<file path="src/rscf_pkg.sv">
// Constants, register map and CRC-32 byte update for the report sequence/CRC framer.
package rscf_pkg;

   localparam int unsigned MAX_REPORT_BYTES = 256;

   localparam logic [31:0] CRC_POLY     = 32'hEDB8_8320;
   localparam logic [31:0] CRC_ONES     = 32'hFFFF_FFFF;
   localparam logic [7:0]  PREFIX_RESET = 8'hA2;
   localparam logic [7:0]  OFFSET_RESET = 8'h00;

   localparam int unsigned CSR_ADDR_W = 3;

   // Register index, taken from paddr[2]
   localparam logic REG_SEQ_OFFSET = 1'b0;
   localparam logic REG_CRC_PREFIX = 1'b1;

   // Reflected CRC-32, one byte, LSB first
   function automatic logic [31:0] crc_byte(input logic [31:0] crc, input logic [7:0] b);
      logic [31:0] c;
      c = crc ^ {24'h0, b};
      for (int k = 0; k < 8; k++) begin
         c = (c >> 1) ^ (c[0] ? CRC_POLY : 32'h0);
      end
      return c;
   endfunction

endpackage

</file>
<file path="src/report_seq_crc32_framer.sv">
// Report framer: sequence nibble insertion and CRC-32 trailer, one byte per cycle when not stalled.
//
// Body bytes stream through at one byte per clock unless held by the trailer or
// by back-pressure. The byte at position seq_offset (position 0 is the
// report ID; seq_offset 0 disables) is replaced by the 4-bit sequence number
// in the high nibble, and the number advances once per report that reached it.
// A reflected CRC-32 seeded from all ones with crc_prefix folded in runs over
// the bytes as sent; after the last body byte the inverted CRC follows as four
// bytes, least significant first, with tuser high and tlast on the fourth.
// The request side is held off while the four trailer bytes go out, so a report
// of N body bytes gives N + 4 response bytes. A report is cut after MAX_REPORT_BYTES - 4
// body bytes. crc_prefix writes take effect from the next report.
module report_seq_crc32_framer #(
   parameter int unsigned MAX_REPORT_BYTES = rscf_pkg::MAX_REPORT_BYTES
) (
   input  logic                            clock,
   input  logic                            reset,
   // request stream
   input  logic                            req_tvalid,
   output logic                            req_tready,
   input  logic [7:0]                      req_tdata,   // [7:0] data_in
   input  logic                            req_tlast,   // last_in
   // response stream
   output logic                            rsp_tvalid,
   input  logic                            rsp_tready,
   output logic [7:0]                      rsp_tdata,   // [7:0] data_out
   output logic                            rsp_tuser,   // [0] is_crc
   output logic                            rsp_tlast,   // last_out
   // configuration
   input  logic                            csr_psel,
   input  logic                            csr_penable,
   input  logic                            csr_pwrite,
   input  logic [rscf_pkg::CSR_ADDR_W-1:0] csr_paddr,
   input  logic [31:0]                     csr_pwdata,
   output logic [31:0]                     csr_prdata,
   output logic                            csr_pready
);

   localparam int unsigned POS_SPAN = MAX_REPORT_BYTES - 4;
   localparam int unsigned POS_W    = (POS_SPAN > 1) ? $clog2(POS_SPAN) : 1;
   localparam int unsigned LAST_POS = MAX_REPORT_BYTES - 5;

   logic [7:0]       seq_offset_ff, seq_offset_in;
   logic [7:0]       crc_prefix_ff, crc_prefix_in;
   logic [31:0]      crc_ff, crc_in;
   logic [POS_W-1:0] pos_ff, pos_in;
   logic [3:0]       seq_ff, seq_in;
   logic [2:0]       trail_cnt_ff, trail_cnt_in;
   logic [31:0]      trail_word_ff, trail_word_in;
   logic             rsp_valid_ff, rsp_valid_in;
   logic [7:0]       rsp_data_ff, rsp_data_in;
   logic             rsp_crc_ff, rsp_crc_in;
   logic             rsp_last_ff, rsp_last_in;

   logic             slot_free;
   logic             req_accept;
   logic             csr_write;
   logic             seq_hit;
   logic             is_last;
   logic [7:0]       body_byte;
   logic [31:0]      crc_base;
   logic [31:0]      crc_next;

   assign csr_pready = 1'b1;
   assign csr_write  = csr_psel && csr_penable && csr_pwrite;

   always_comb begin
      case (csr_paddr[2])
         rscf_pkg::REG_SEQ_OFFSET: csr_prdata = {24'h0, seq_offset_ff};
         rscf_pkg::REG_CRC_PREFIX: csr_prdata = {24'h0, crc_prefix_ff};
         default:                  csr_prdata = 32'h0;
      endcase
   end

   assign slot_free  = !rsp_valid_ff || rsp_tready;
   assign req_tready = slot_free && (trail_cnt_ff == 3'd0);
   assign req_accept = req_tvalid && req_tready;

   assign seq_hit   = (seq_offset_ff != 8'h00) && (8'(pos_ff) == seq_offset_ff);
   assign body_byte = seq_hit ? {seq_ff, 4'h0} : req_tdata;
   assign crc_base  = (pos_ff == '0) ? rscf_pkg::crc_byte(rscf_pkg::CRC_ONES, crc_prefix_ff)
                                     : crc_ff;
   assign crc_next  = rscf_pkg::crc_byte(crc_base, body_byte);
   assign is_last   = req_tlast || (32'(pos_ff) >= LAST_POS);

   always_comb begin
      seq_offset_in = seq_offset_ff;
      crc_prefix_in = crc_prefix_ff;
      crc_in        = crc_ff;
      pos_in        = pos_ff;
      seq_in        = seq_ff;
      trail_cnt_in  = trail_cnt_ff;
      trail_word_in = trail_word_ff;
      rsp_valid_in  = rsp_valid_ff && !rsp_tready;
      rsp_data_in   = rsp_data_ff;
      rsp_crc_in    = rsp_crc_ff;
      rsp_last_in   = rsp_last_ff;

      if (csr_write) begin
         case (csr_paddr[2])
            rscf_pkg::REG_SEQ_OFFSET: seq_offset_in = csr_pwdata[7:0];
            rscf_pkg::REG_CRC_PREFIX: crc_prefix_in = csr_pwdata[7:0];
            default:                  seq_offset_in = seq_offset_ff;
         endcase
      end

      if (slot_free && trail_cnt_ff != 3'd0) begin
         rsp_valid_in  = 1'b1;
         rsp_data_in   = trail_word_ff[7:0];
         rsp_crc_in    = 1'b1;
         rsp_last_in   = (trail_cnt_ff == 3'd1);
         trail_word_in = {8'h00, trail_word_ff[31:8]};
         trail_cnt_in  = trail_cnt_ff - 3'd1;
      end else if (req_accept) begin
         rsp_valid_in = 1'b1;
         rsp_data_in  = body_byte;
         rsp_crc_in   = 1'b0;
         rsp_last_in  = 1'b0;
         crc_in       = crc_next;
         if (seq_hit) begin
            seq_in = seq_ff + 4'd1;
         end
         if (is_last) begin
            pos_in        = '0;
            trail_word_in = ~crc_next;
            trail_cnt_in  = 3'd4;
         end else begin
            pos_in = pos_ff + POS_W'(1);
         end
      end
   end

   always_ff @(posedge clock) begin
      if (reset) begin
         seq_offset_ff <= rscf_pkg::OFFSET_RESET;
         crc_prefix_ff <= rscf_pkg::PREFIX_RESET;
         pos_ff        <= '0;
         seq_ff        <= 4'h0;
         trail_cnt_ff  <= 3'd0;
         rsp_valid_ff  <= 1'b0;
      end else begin
         seq_offset_ff <= seq_offset_in;
         crc_prefix_ff <= crc_prefix_in;
         pos_ff        <= pos_in;
         seq_ff        <= seq_in;
         trail_cnt_ff  <= trail_cnt_in;
         rsp_valid_ff  <= rsp_valid_in;
      end
      crc_ff        <= crc_in;
      trail_word_ff <= trail_word_in;
      rsp_data_ff   <= rsp_data_in;
      rsp_crc_ff    <= rsp_crc_in;
      rsp_last_ff   <= rsp_last_in;
   end

   assign rsp_tvalid = rsp_valid_ff;
   assign rsp_tdata  = rsp_data_ff;
   assign rsp_tuser  = rsp_crc_ff;
   assign rsp_tlast  = rsp_last_ff;

endmodule

</file>
<file path="config.mk">
export PLATFORM = sky130hd
export DESIGN_NAME = report_seq_crc32_framer
export DESIGN_NICKNAME = d
export VERILOG_FILES = /design/src/rscf_pkg.sv /design/src/report_seq_crc32_framer.sv
export SDC_FILE = /design/constraint.sdc
export NUM_CORES = 1
export LEC_CHECK = 0
export ABC_AREA = 0
export BUFFER_PORTS_ARGS = -buffer_cell sky130_fd_sc_hd__buf_2
export CAP_MARGIN = 25
export CELL_PAD_IN_SITES_DETAIL_PLACEMENT = 1
export CELL_PAD_IN_SITES_GLOBAL_PLACEMENT = 2
export CORE_MARGIN = 10
export CORE_UTILIZATION = 39
export DETAILED_ROUTE_END_ITERATION = 7
export MAX_ROUTING_LAYER = met4
export PLACE_DENSITY = 0.94
export SETUP_SLACK_MARGIN = 0.02
export SYNTH_ARGS = -nofsm -noshare
export SYNTH_HDL_FRONTEND = slang
export SYNTH_SLANG_ARGS = --single-unit
</file>
<file path="constraint.sdc">
create_clock -name clock -period 7.7 [get_ports clock]
set_input_delay 1.54 -clock clock [delete_from_list [all_inputs] [get_ports clock]]
set_output_delay 1.54 -clock clock [all_outputs]
set_load 0.02 [all_outputs]
</file>
Yosys cells after proc, flatten, opt, wreduce, memory -nomap -nowiden
Cells that the tools add are included.
{"block": "op_classes", "add_sub_neg": 3, "n_mul": 0, "n_div": 0, "order_cmp": 1, "n_eq_ne": 2, "shift": 0, "muxes": 32, "bitwise_logic": 21, "n_reduce_logical": 23}
{"operator": "$mux W32", "count": 17}
{"operator": "$xor A31 B32 Y32", "count": 16}
{"operator": "$mux W24", "count": 3}
{"operator": "$pmux W32 S2", "count": 1}
{"operator": "$mux W8", "count": 4}
{"operator": "$not A32 Y32", "count": 1}
{"operator": "$not A8 Y32", "count": 1}
{"operator": "$xor A32 B8 Y32", "count": 1}
{"operator": "$reduce_and A2 Y1", "count": 5}
{"operator": "$mux W3", "count": 3}
{"operator": "$add A8 B1 Y8 const B", "count": 1}
{"operator": "$eq A8 B8 Y1", "count": 1}
{"operator": "$ge A8 B8 Y1 const B", "count": 1}
{"operator": "$logic_not A8 Y1", "count": 1}
{"operator": "$reduce_bool A8 Y1", "count": 1}
{"operator": "$logic_and A1 B1 Y1", "count": 7}
{"operator": "$add A4 B1 Y4 const B", "count": 1}
{"operator": "$mux W1", "count": 4}
{"operator": "$reduce_bool A2 Y1", "count": 2}
{"operator": "$eq A3 B1 Y1 const B", "count": 1}
{"operator": "$logic_not A3 Y1", "count": 1}
{"operator": "$reduce_and A3 Y1", "count": 1}
{"operator": "$reduce_bool A3 Y1", "count": 1}
{"operator": "$sub A3 B1 Y3 const B", "count": 1}
{"operator": "3 further kinds", "count": 6}
{"block": "word_totals", "ff_bits": 106, "latchBits": 0, "mem_bits_rw": 0, "romBits": 0, "in_bits": 51, "output_inout_bits": 45, "wordCells": 94, "n_memories": 0}

Longest topological paths before layout
{"block": "logic_depth", "ltp_word": 39, "mapped_depth": 12, "ltp_nobuf": 11}

Worst setup path after synthesis
Ideal clock, no wire load.
{"block": "synth_path", "path_kind": "input-to-reg", "from": "input port rsp_tready", "to": "register trail_word_ff[0] (enable)", "setup_ps": 425, "arrival_time_ps": 3900, "t_required_ps": 7275, "path_slack_ps": 3375, "cell_stages": 7, "n_path_buf": 1, "path_cell_list": "nor2b_1 -> nor2_1 -> nand2_1 -> clkinv_1 -> o21ai_0 -> clkbuf_1 -> nand2_1"}
{"block": "synth_between", "elab_chain_cells": 5, "elab_cells_between_ends": 7, "classes_between": "reduce/logical (7)"}
{"element": "start: declaration", "line": "report_seq_crc32_framer.sv:25", "rtl": "input logic rsp_tready,"}
{"element": "$logic_or A1 B1 Y1", "line": "report_seq_crc32_framer.sv:75", "rtl": "assign slot_free = !rsp_valid_ff || rsp_tready;"}
{"element": "$logic_and A1 B1 Y1", "line": "report_seq_crc32_framer.sv:76", "rtl": "assign req_tready = slot_free && (trail_cnt_ff == 3'd0);"}
{"element": "named net req_tready", "line": "report_seq_crc32_framer.sv:20", "rtl": "output logic req_tready,"}
{"element": "$logic_and A1 B1 Y1", "line": "report_seq_crc32_framer.sv:77", "rtl": "assign req_accept = req_tvalid && req_tready;"}
{"element": "$reduce_bool A2 Y1 (no source line)"}
{"element": "$reduce_and A2 Y1 (no source line)"}
{"element": "end signal: assignment", "line": "report_seq_crc32_framer.sv:150", "rtl": "trail_word_ff <= trail_word_in;"}
{"element": "end: declaration", "line": "report_seq_crc32_framer.sv:49", "rtl": "logic [31:0] trail_word_ff, trail_word_in;"}
The timed path passes the listed nets, and every way through them passes these cells.
A chain may end at the register's enable or synchronous reset.

Worst setup path in the final report
{"block": "layout_path", "from": "input port csr_paddr[2] (netlist name)", "to": "output port csr_prdata[3]"}
{"block": "layout_between", "elab_chain_cells": 2}
{"element": "start: declaration", "line": "report_seq_crc32_framer.sv:33", "rtl": "input logic [rscf_pkg::CSR_ADDR_W-1:0] csr_paddr,"}
{"element": "$not A1 Y1"}
{"element": "$pmux W32 S2 *", "line": "report_seq_crc32_framer.sv:68", "rtl": "case (csr_paddr[2])"}
{"element": "end: declaration", "line": "report_seq_crc32_framer.sv:35", "rtl": "output logic [31:0] csr_prdata,"}
Mark *: on every way between the ends. The rest lies on a longest branch, timed or not. The select of a mux whose other input is x is not followed.

==> metrics <==
fraction of layout cells with a size suffix above 1 0.144; antenna violations before repair 0; TritonCTS Sinks 106; Post-CTS Resized 0; Most used DFF post-synth edfxtp_1; kind of critical path in -> out; endpoint type of the worst setup path output pin; #FFs+latches synth 106; most frequent CP cell buf_2; # setup viols final 0; final setup TNS 0 ns; worst rel slew slack 0.382; mapped cell area 6040 um2; asr flop ratio synth 0; P&R area growth vs syn 9.26%; met2 routed WL 7.80 mm; Routed Antenna Nets 0; Hold Crit Class reg -> reg; CP Launch Point csr_paddr[2]; worst-skew pair later-pin latency 0.36 ns; commonest non-fill, non-tap cell in the layout nand2_1; unrepaired setup endpoints after global routing no; DPL Wire Length 11.5 mm; Worst setup SP type input pin; top sig layer met4; die area 20900 um2; hold buffer count at cts 0; CORE AREA 15200 um2; register area share after synthesis 0.459; max cap viols 0; crit path time final 3.83 ns; Required @ worst endpoint 6.16 ns; Fin Clk Skew 0.0120 ns; cell area power density 528 nW/um2; CP arrival 2.29 ns; # H-tree levels 3; first-pass GRT wire length 24.5 mm; DR WL/cell 19.5 um; CP delay by family, top buffers and inverters; status finished clean; postcts setup bufs 0; Ys Warns 0; Tot GR Track Use 0.159; PortBufs 44; CP Max Fanout 11; Worst VDD drop 0.287 mV; starting density of the core 0.397; Worst-Margin Slew 0.926 ns; final worst-path cycle share 0.497; Antenna Cells 0; final net count 665; vias 4205; worst reg2reg path startpoint pos_ff[0]$_SDFFE_PP0P_; I/O pin count 96; Pleak 2.54 nW; Slew Viols, Final 0; CTS tree built; vias in the first global route 4318; most frequent cells in the layout 73 x nand2_1, 71 x xnor2_1, 65 x edfxtp_1; die height 144 um; gate count of the mapped netlist 579; hold_ws 0.448 ns; Slowest Stage Delay on Critical Path 0.37 ns; gr ovfl total 0; FMAX 0.261 GHz; Starting DRT DRC Count 416; CTS buffer count 9; cell with the largest stage delay on the worst path mux2_2; Post-synth EDFFs 65; CTS root buf clkbuf_16; Hold Crit Start rsp_tuser$_SDFFE_PP1P_; Vias/cell 5.25; Fin. Hold Viols 0; crit-path cells buf_2, mux2_2, buf_2; met3 wire length 787 um; pin count of the biggest net entering global routing 52; num rows 45; Clock Path Buffers 2; die width 144 um; drt pass-1 iters 5; Buf+Inv Stages, Crit Path 2; Met1 Wirelength 6.69 mm; synthesized area per cell 10.4 um2; # DRC 0; clk slew on worst S/H paths 0.06 ns; Final Wtd Congestion 0.867; final WL 15.6 mm; library cells used by synthesis 43
-- through the flow --
| step | util | total power [mW] | cell area (um2) | std cells | setup WS, ns |
|---|---|---|---|---|---|
| finish | 0.434 | 3.48 | 6600 | 801 | 3.87 |
| global route | 0.434 | 3.71 | 6600 | 801 | 3.74 |
| CTS | 0.434 | 3.50 | 6600 | 801 | 3.87 |
| detailed placement | 0.416 | 3.03 | 6320 | 785 | 3.57 |
| global placement | 0.416 | 2.95 | 6320 | 785 | 3.66 |
| floorplan | - | 2.56 | 6130 | 602 | 3.37 |
-- routing by layer --
metal | vias to the layer above | GRT usage
li1 | 1968 | -
met1 | 2098 | 0.194
met2 | 118 | 0.259
met3 | 21 | 0.0269
met4 | 0 | 0.0574
met5 | - | -
-- kinds of logic (layout without fill, tap and decap cells) --
| family | after synthesis | after routing | synth area share |
|---|---|---|---|
| AO/OA/AOI/OAI | 82 | 82 | 0.0704 |
| multiplexers | 34 | 34 | 0.0611 |
| buffers and inverters | 64 | 75 | 0.0582 |
| other | 2 | 25 | 0.00124 |
| flip-flops | 106 | 106 | 0.459 |
| XOR/XNOR | 135 | 135 | 0.227 |
| adder cells (fa/ha/maj) | 6 | 6 | 0.0124 |
| AND/OR/NAND/NOR | 150 | 150 | 0.110 |
-- cells in the mapped netlist, types with 4 or more instances --
| cell | instances | area, um2 |
|---|---|---|
| a21oi_1 | 40 | 200 |
| a31oi_1 | 6 | 37.5 |
| buf_2 | 8 | 40.0 |
| buf_4 | 25 | 188 |
| clkbuf_1 | 19 | 71.3 |
| dfxtp_1 | 41 | 821 |
| edfxtp_1 | 65 | 1950 |
| ha_1 | 6 | 75.1 |
| inv_1 | 9 | 33.8 |
| mux2_2 | 10 | 113 |
| mux2i_1 | 22 | 220 |
| nand2_1 | 74 | 278 |
| nand3_1 | 10 | 50.1 |
| nand4_1 | 6 | 37.5 |
| nor2_1 | 42 | 158 |
| o21ai_0 | 27 | 135 |
| o21ai_1 | 8 | 40.0 |
| xnor2_1 | 71 | 622 |
| xnor2_2 | 4 | 65.1 |
| xnor3_1 | 5 | 113 |
| xor2_1 | 48 | 420 |
-- cell type report --
type,instances,area [um2]
well taps,188,235
repair buffers,49,258
multi-input cells,432,3020
flip-flops and latches,106,2770
clock inverters,4,43.8
inverters,10,37.5
clock buffers,12,236
fillers,1717,8600
-- sequential cells by signal, summed over array words and instances (netlist names) --
register and cells:
rsp_tlast 1, pos_ff 8, rsp_tvalid 1, seq_ff 4, crc_prefix_ff 8, rsp_tdata 8
trail_cnt_ff 3, trail_word_ff 32, rsp_tuser 1, crc_ff 32, seq_offset_ff 8
-- worst reg2reg max path, delay by kind of cell (launching register included) --
kind	cells	cell delay [ns]
adders and majority gates	1	0.20
muxes	1	0.40
AOI/OAI and AO/OA	1	0.09
xor gates and xnor gates	4	1.46
and+or+nand+nor	2	0.21
buffers and inverters	2	0.59
DFF	1	0.48
-- power breakdown --
group | switching (mW) | internal [mW] | leakage (nW) | total, mW
logic | 1.12 | 0.737 | 1.44 | 1.86
registers | 0.0972 | 1.08 | 0.956 | 1.18
clock network | 0.199 | 0.250 | 0.138 | 0.449
-- worst paths after layout --
check | slack, ns | to | cells after the start
max | 3.87 | csr_prdata[3] | 3
min | 0.45 | rsp_tuser$_SDFFE_PP1P_ | 2
max reg2reg | 3.98 | trail_word_ff[19]$_DFFE_PP_ | 11
min reg2reg | 0.45 | rsp_tuser$_SDFFE_PP1P_ | 2
Power figures use the tool's default switching activity.
